`src/rtl/phtg_pkg.sv`:
```
// Package of the PHTG sentence parser: widths, status codes, parser phases and beat types.
// No dependencies; the core, parser and checker modules import it.
package phtg_pkg;

  localparam int VALUE_WIDTH = 32;
  localparam int ACC_WIDTH   = 32;
  localparam int NV_WIDTH    = ACC_WIDTH + 4;
  localparam logic [NV_WIDTH-1:0] NUM_LIMIT = NV_WIDTH'(1) << (VALUE_WIDTH - 1);

  localparam logic [7:0] CH_STAR  = 8'h2A;
  localparam logic [7:0] CH_COMMA = 8'h2C;
  localparam logic [7:0] CH_PLUS  = 8'h2B;
  localparam logic [7:0] CH_MINUS = 8'h2D;

  localparam int OUT_DATA_WIDTH = 72;

  typedef enum logic [2:0] {
    ST_OK         = 3'd0,
    ST_NOT_PHTG   = 3'd1,
    ST_BAD_CSUM   = 3'd2,
    ST_FEW_FIELDS = 3'd3,
    ST_BAD_NUM    = 3'd4
  } status_e;

  typedef enum logic [3:0] {
    NP_START  = 4'b0001,
    NP_SIGN   = 4'b0010,
    NP_DIGITS = 4'b0100,
    NP_DONE   = 4'b1000
  } num_phase_e;

  typedef struct packed {
    logic [7:0] data;
    logic       last;
  } phtg_beat_t;

  typedef struct packed {
    status_e     status;
    logic [31:0] auth;
    logic [31:0] warning;
  } phtg_res_t;

endpackage

```
`src/rtl/nmea_phtg_sentence_parser_core.sv`:
```
// Top level of the PHTG sentence parser: input register, parser and result register.
// Depends on phtg_pkg and phtg_parser.
// Throughput: one byte per cycle, including back-to-back lines, unless a line-end byte waits on a full result register.
// A line-end beat goes through the input register and then the result register, whose valid flag is m_axis_tvalid.
// A stalled result holds only line-end bytes; the others keep advancing the parser.
// Reset clears the sentence state, stored values and both registers' valid flags.
module nmea_phtg_sentence_parser_core import phtg_pkg::*; (
  input  logic                      clk_i,
  input  logic                      rst_ni,
  input  logic                      s_axis_tvalid,
  output logic                      s_axis_tready,
  input  logic [7:0]                s_axis_tdata,   // [7:0] byte_req
  input  logic                      s_axis_tlast,   // line_end
  output logic                      m_axis_tvalid,
  input  logic                      m_axis_tready,
  output logic [OUT_DATA_WIDTH-1:0] m_axis_tdata    // [2:0] status, [34:3] auth_value,
                                                    // [66:35] warning_value, [71:67] zero
);

  logic       in_vld_q, in_vld_d;
  phtg_beat_t in_beat_q;
  logic       out_vld_q, out_vld_d;
  phtg_res_t  out_res_q;
  phtg_res_t  res;
  logic       step, out_free, in_take;

  assign out_free      = !out_vld_q || m_axis_tready;
  assign step          = in_vld_q && (out_free || !in_beat_q.last);
  assign s_axis_tready = !in_vld_q || step;
  assign in_take       = s_axis_tvalid && s_axis_tready;

  assign in_vld_d  = in_take || (in_vld_q && !step);
  assign out_vld_d = (step && in_beat_q.last) || (out_vld_q && !m_axis_tready);

  phtg_parser u_parser (
    .clk_i  (clk_i),
    .rst_ni (rst_ni),
    .step_i (step),
    .beat_i (in_beat_q),
    .res_o  (res)
  );

  always_ff @(posedge clk_i or negedge rst_ni) begin
    if (!rst_ni) begin
      in_vld_q  <= 1'b0;
      out_vld_q <= 1'b0;
    end else begin
      in_vld_q  <= in_vld_d;
      out_vld_q <= out_vld_d;
    end
  end

  always_ff @(posedge clk_i) begin
    if (in_take) begin
      in_beat_q.data <= s_axis_tdata;
      in_beat_q.last <= s_axis_tlast;
    end
    if (step && in_beat_q.last) begin
      out_res_q <= res;
    end
  end

  assign m_axis_tvalid = out_vld_q;
  assign m_axis_tdata  = {5'b00000, out_res_q.warning, out_res_q.auth, out_res_q.status};

endmodule

```
`src/rtl/phtg_parser.sv`:
```
// Per-byte sentence state and result logic of the PHTG parser.
// Depends on phtg_pkg; instantiated by nmea_phtg_sentence_parser_core.
module phtg_parser import phtg_pkg::*; (
  input  logic       clk_i,
  input  logic       rst_ni,
  input  logic       step_i,
  input  phtg_beat_t beat_i,
  output phtg_res_t  res_o
);

  logic [2:0]  pos_q, pos_d;
  logic        hdr_q, hdr_d;
  logic        star_q, star_d;
  logic [7:0]  xor_q, xor_d;
  logic [1:0]  ckn_q, ckn_d;
  logic [7:0]  rck_q, rck_d;
  logic        ckbad_q, ckbad_d;
  logic [2:0]  fc_q, fc_d;
  logic        fne_q, fne_d;
  logic [ACC_WIDTH-1:0] acc_q, acc_d;
  num_phase_e  ph_q, ph_d;
  logic        neg_q, neg_d;
  logic        nbad_q, nbad_d;
  logic [31:0] pa_q, pa_d;
  logic [31:0] pw_q, pw_d;
  logic [31:0] sa_q, sa_d;
  logic [31:0] sw_q, sw_d;

  function automatic logic [7:0] hdr_char(input logic [2:0] p);
    logic [7:0] c;
    case (p)
      3'd0:    c = 8'h24;
      3'd1:    c = 8'h50;
      3'd2:    c = 8'h48;
      3'd3:    c = 8'h54;
      3'd4:    c = 8'h47;
      default: c = 8'h00;
    endcase
    return c;
  endfunction

  // Bit 4 flags a character that is not a hex digit.
  function automatic logic [4:0] hex_val(input logic [7:0] c);
    logic [4:0] h;
    if (c inside {[8'h30:8'h39]}) begin
      h = {1'b0, 4'(c - 8'h30)};
    end else if (c inside {[8'h41:8'h46]}) begin
      h = {1'b0, 4'(c - 8'h37)};
    end else if (c inside {[8'h61:8'h66]}) begin
      h = {1'b0, 4'(c - 8'h57)};
    end else begin
      h = 5'h10;
    end
    return h;
  endfunction

  logic [7:0]          b;
  logic                digit, blank, fin, acc_go, hdr_ok, cs_ok, num_field;
  logic [4:0]          hx;
  logic [NV_WIDTH-1:0] nv, acc_ext;
  logic [31:0]         v;
  status_e             status;

  always_comb begin
    b      = beat_i.data;
    digit  = b inside {[8'h30:8'h39]};
    blank  = b inside {8'h20, [8'h09:8'h0D]};
    hx     = hex_val(b);
    fin    = 1'b0;
    acc_go = 1'b0;
    v      = '0;
    status = ST_OK;
    hdr_ok = 1'b0;
    cs_ok  = 1'b0;
    nv     = {1'b0, acc_q, 3'b000} + {3'b000, acc_q, 1'b0} + NV_WIDTH'(b[3:0]);

    pos_d = pos_q; hdr_d = hdr_q; star_d = star_q; xor_d = xor_q;
    ckn_d = ckn_q; rck_d = rck_q; ckbad_d = ckbad_q; fc_d = fc_q;
    fne_d = fne_q; acc_d = acc_q; ph_d = ph_q; neg_d = neg_q; nbad_d = nbad_q;
    pa_d = pa_q; pw_d = pw_q; sa_d = sa_q; sw_d = sw_q;

    num_field = (fc_q == 3'd4) || (fc_q == 3'd5);

    if (pos_q < 3'd5 && b != hdr_char(pos_q)) begin
      hdr_d = 1'b0;
    end

    if (!star_q) begin
      if (b == CH_STAR) begin
        star_d = 1'b1;
        fin    = fne_q;
      end else begin
        if (pos_q >= 3'd1) begin
          xor_d = xor_q ^ b;
        end
        if (pos_q >= 3'd6) begin
          if (b == CH_COMMA) begin
            fin = 1'b1;
          end else begin
            fne_d = 1'b1;
            if (num_field) begin
              case (ph_q)
                NP_START: begin
                  if (blank) begin
                    ph_d = NP_START;
                  end else if (b == CH_PLUS || b == CH_MINUS) begin
                    neg_d = (b == CH_MINUS);
                    ph_d  = NP_SIGN;
                  end else if (!digit) begin
                    nbad_d = 1'b1;
                    ph_d   = NP_DONE;
                  end else begin
                    ph_d   = NP_DIGITS;
                    acc_go = 1'b1;
                  end
                end
                NP_SIGN: begin
                  if (!digit) begin
                    nbad_d = 1'b1;
                    ph_d   = NP_DONE;
                  end else begin
                    ph_d   = NP_DIGITS;
                    acc_go = 1'b1;
                  end
                end
                NP_DIGITS: begin
                  if (!digit) begin
                    ph_d = NP_DONE;
                  end else begin
                    acc_go = 1'b1;
                  end
                end
                default: begin
                  ph_d = ph_q;
                end
              endcase
              if (acc_go) begin
                if (nv > NUM_LIMIT) begin
                  nbad_d = 1'b1;
                end else begin
                  acc_d = nv[ACC_WIDTH-1:0];
                end
              end
            end
          end
        end
      end
    end else if (ckn_q < 2'd2) begin
      if (hx[4]) begin
        ckbad_d = 1'b1;
      end
      rck_d = {rck_q[3:0], hx[3:0]};
      ckn_d = ckn_q + 2'd1;
    end

    pos_d = (pos_q < 3'd6) ? pos_q + 3'd1 : 3'd6;

    fin = fin | (beat_i.last && !star_d && fne_d);

    acc_ext = {{(NV_WIDTH-ACC_WIDTH){1'b0}}, acc_d};
    if (fin) begin
      if (num_field) begin
        if (fne_d) begin
          if (ph_d == NP_START || ph_d == NP_SIGN) begin
            nbad_d = 1'b1;
          end else if (!neg_d && acc_ext > NUM_LIMIT - NV_WIDTH'(1)) begin
            nbad_d = 1'b1;
          end
          v = neg_d ? 32'(32'd0 - 32'(acc_d)) : 32'(acc_d);
        end
        if (fc_q == 3'd4) begin
          pa_d = v;
        end else begin
          pw_d = v;
        end
      end
      if (fc_d < 3'd7) begin
        fc_d = fc_d + 3'd1;
      end
      fne_d = 1'b0;
      acc_d = '0;
      ph_d  = NP_START;
      neg_d = 1'b0;
    end

    if (beat_i.last) begin
      hdr_ok = hdr_d && (pos_d >= 3'd5);
      cs_ok  = star_d && (ckn_d == 2'd2) && !ckbad_d && (rck_d == xor_d);
      if (!hdr_ok) begin
        status = ST_NOT_PHTG;
      end else if (!cs_ok) begin
        status = ST_BAD_CSUM;
      end else if (nbad_d) begin
        status = ST_BAD_NUM;
      end else if (fc_d < 3'd6) begin
        status = ST_FEW_FIELDS;
      end else begin
        status = ST_OK;
        sa_d   = pa_d;
        sw_d   = pw_d;
      end
      pos_d = '0; hdr_d = 1'b1; star_d = 1'b0; xor_d = '0; ckn_d = '0;
      rck_d = '0; ckbad_d = 1'b0; fc_d = '0; fne_d = 1'b0; acc_d = '0;
      ph_d = NP_START; neg_d = 1'b0; nbad_d = 1'b0; pa_d = '0; pw_d = '0;
    end

    res_o.status  = status;
    res_o.auth    = sa_d;
    res_o.warning = sw_d;
  end

  always_ff @(posedge clk_i or negedge rst_ni) begin
    if (!rst_ni) begin
      pos_q <= '0; hdr_q <= 1'b1; star_q <= 1'b0; xor_q <= '0; ckn_q <= '0;
      rck_q <= '0; ckbad_q <= 1'b0; fc_q <= '0; fne_q <= 1'b0; acc_q <= '0;
      ph_q <= NP_START; neg_q <= 1'b0; nbad_q <= 1'b0; pa_q <= '0; pw_q <= '0;
      sa_q <= '0; sw_q <= '0;
    end else if (step_i) begin
      pos_q <= pos_d; hdr_q <= hdr_d; star_q <= star_d; xor_q <= xor_d;
      ckn_q <= ckn_d; rck_q <= rck_d; ckbad_q <= ckbad_d; fc_q <= fc_d;
      fne_q <= fne_d; acc_q <= acc_d; ph_q <= ph_d; neg_q <= neg_d;
      nbad_q <= nbad_d; pa_q <= pa_d; pw_q <= pw_d; sa_q <= sa_d; sw_q <= sw_d;
    end
  end

endmodule

```
`config.mk`:
```
export PLATFORM = sky130hd
export DESIGN_NAME = nmea_phtg_sentence_parser_core
export DESIGN_NICKNAME = d
export VERILOG_FILES = /design/src/rtl/phtg_pkg.sv /design/src/rtl/nmea_phtg_sentence_parser_core.sv /design/src/rtl/phtg_parser.sv
export SDC_FILE = /design/constraint.sdc
export NUM_CORES = 1
export LEC_CHECK = 0
export BUFFER_PORTS_ARGS = -buffer_cell sky130_fd_sc_hd__buf_2
export CORE_ASPECT_RATIO = 1.2
export CORE_UTILIZATION = 35
export DETAILED_ROUTE_END_ITERATION = 6
export MAX_ROUTING_LAYER = met4
export SYNTH_ARGS = -nofsm -noshare
export SYNTH_HDL_FRONTEND = slang
export SYNTH_SLANG_ARGS = --single-unit
```
`constraint.sdc`:
```
create_clock -name clk_i -period 15.1 [get_ports clk_i]
set_input_delay 1.51 -clock clk_i [delete_from_list [all_inputs] [get_ports clk_i]]
set_output_delay 1.51 -clock clk_i [all_outputs]
set_load 0.01 [all_outputs]
```
==> metrics.csv <==
metric,value,unit
status,"finished, final reports clean",
synth_area_leader_cell,dfrtp_1,
netlist_instances,1844,
crit_chain,"inv_1, fa_1, fa_1, nor2b_4, o31ai_1, nand2_1, xnor2_1, nand4_1, nor4_2, and4b_1, a21oi_1, buf_4, nor2_2, mux2i_1, xor2_1, o31a_1, a21oi_1",
synth-seq-cells,272,
dominantRegCellSynth,dfrtp_1,
post_drt_via_cell_ratio,5.66,
final_cell_mix,"nand2_1 (271), dfrtp_1 (194), o21ai_0 (174)",
rr_worst_depth,17,
cp.buffers_inverters,2,
cts_tree,done,
dpl.hpwl,36400,microns
route.vias.total,14300,
wl_per_cell,19.8,microns
crit_cells,17,
antenna_found_initial,0,
synth.top_cells.by_area,"dfrtp_1 (29%), edfxtp_1 (14%), nand2_1 (6.0%)",
power.density,86.8,nW/um^2
clock-root-buffer,clkbuf_16,
ant_nets,0,
core_area,47200,sq um
slew_headroom,17.1,%
rsz0062_at_grt,false,
die_h,243,microns
fmax,0.163,GHz
crit_path_max_fanout,12,
area_growth,10.6,%
cp.arrival,6.45,ns
post_cts_buffers,0,
finalSetupViolCount,0,
post-route-period-util,40.8,%
clk_path_buf_depth,3,
grt_use_met2,34.6,%
cts_buffers,27,
fin_worst_skew,0.0187,ns
die-area,49100,sq um
grt_pass1_wl,79500,microns
maxCapViolCount,0,
cts_resized,0,
start_util,35.7,%
rows,87,
max_stage_delay,0.71,ns
synth_edf_count,76,
cp-start-kind,flop,
num_antenna_cells,0,
first_global_vias,13900,
ir_drop,0.0000715,V
netlist_area,16900,sq um
cts_max_level,1,
cpLargestDelayFamily,simple AND/OR/NAND/NOR gates,
insertion_delay,0.56,ns
ios,87,
crit_required,15.39,ns
yosys_warnings,0,
synth_cell_type_count,105,
criticalPathCategory,reg2reg,
met3_usage,1.37,%
n_fill_cell,4711,
drt_iter0_drc,1013,
end_kind,flop,
drive_gt1_share,11.3,%
hold_buffers,0,
wirelength,50000,microns
ys_seq_area_share,42.6,%
synth_top_cell_area_share,28.8,%
cts.clk_slew.worst_paths,0.06,ns
drc,0,
syn_avg_cell_area,9.15,sq um
cts_sinks,272,
p_leak,0.00765,uW
io_buffers,81,
slew_viol_final,0,
grt_usage,20.7,%
grt.busiest_layer,met2,
grt_max_degree,122,
first_pass_iters,5,
hold_viol,0,
worst_pin_slew,1.23,ns
grt-ovfl-total,0,
grtUsageMet1,27.2,%
nNetsFinal,1966,
mostFrequentLayoutCell,nand2_1,
timing.hold.ws,0.478,ns
crit_slowest_cell,nor2_2,
hold_depth,2,
fin_util,39.5,%
dieWidth,202,microns
hold_class,reg2reg,
gp_congestion,0.937,
ys_async_sr_fraction,72.1,%
setup_tns,0,ns
min_period,6.15,ns
[area by class of cell]
type                    count  area, sq um  share of cell area, %
repair buffers            107          609                   3.26
well taps                 623          779                   4.18
inverters                  33          124                  0.664
clock buffers              39          761                   4.08
clock inverters            10         91.3                  0.489
multi-input cells        1434         9110                   48.8
flip-flops and latches    272         7190                   38.5
[worst paths after layout]
check	startpoint	endpoint	slack [ns]
max	in_beat_q[4]$_DFFE_PP_	m_axis_tdata[16]$_DFFE_PP_	8.95
min	u_parser.sa_q[8]$_DFFE_PN0P_	u_parser.sa_q[8]$_DFFE_PN0P_	0.48
max reg2reg	in_beat_q[4]$_DFFE_PP_	m_axis_tdata[16]$_DFFE_PP_	8.95
min reg2reg	u_parser.sa_q[8]$_DFFE_PN0P_	u_parser.sa_q[8]$_DFFE_PN0P_	0.48
max in group asynchronous	rst_ni	u_parser.sw_q[29]$_DFFE_PN0P_	12.35
min in group asynchronous	rst_ni	u_parser.sw_q[5]$_DFFE_PN0P_	1.13
[flip-flops by register name (all words and copies together), names as in the netlist]
register          cells
in_beat_q             9
in_vld_q              1
m_axis_tdata         67
m_axis_tvalid         1
u_parser.acc_q       32
u_parser.ckbad_q      1
u_parser.ckn_q        2
u_parser.fc_q         3
u_parser.fne_q        1
u_parser.hdr_q        1
u_parser.nbad_q       1
u_parser.neg_q        1
u_parser.pa_q        32
u_parser.ph_q         4
u_parser.pos_q        3
u_parser.pw_q        32
u_parser.rck_q        8
u_parser.sa_q        32
u_parser.star_q       1
u_parser.sw_q        32
u_parser.xor_q        8
[worst reg2reg max path, delay by kind of cell (launching register included)]
family,cells,cell delay (ns)
AOI/OAI and AO/OA,4,0.85
xor gates and xnor gates,2,0.81
adders and majority gates,2,0.88
buffers and inverters,2,0.36
DFF,1,0.50
muxes,1,0.32
and+or+nand+nor,6,2.15
[metrics by stage]
stage | instances | instance area (sq um) | worst slack, ns | total power [uW]
after floorplan | 1848 | 16900 | 10.06 | 917
after global placement | 2469 | 17800 | 9.09 | 968
after detailed placement | 2469 | 17800 | 9.00 | 973
after CTS | 2518 | 18700 | 8.98 | 1630
after global routing | 2518 | 18700 | 8.46 | 1680
final | 2518 | 18700 | 8.95 | 1620
[where the power goes]
group,internal (uW),switching [uW]
Clock,368,294
Combinational,53.6,99.3
Sequential,781,23.5
[kinds of logic after synthesis]
kind of cell | Yosys count | synth area share, %
other | 1 | 0.0222
buffers and inverters | 142 | 3.68
xor gates and xnor gates | 77 | 4.13
muxes | 57 | 3.49
AOI/OAI and AO/OA | 573 | 21.8
DFF | 272 | 42.6
and+or+nand+nor | 644 | 18.4
adders and majority gates | 78 | 5.87
[cell usage after synthesis, types with 39 or more instances]
master    number
clkbuf_1      63
nor3_1        49
dfrtp_1      194
o21ai_1       39
o21ai_0      175
ha_1          76
mux2i_1       48
a22o_1        50
nand2_1      271
xnor2_1       42
nor2_1       135
edfxtp_1      76
a21oi_1      106
[layer usage]
layer	vias to the layer above	part of all wire (%)
met3	63	3.8
li1	6799	-
met5	-	0
met4	0	2.3
met2	376	49
met1	7016	45
No activity file was read; power rests on OpenSTA's default activity.
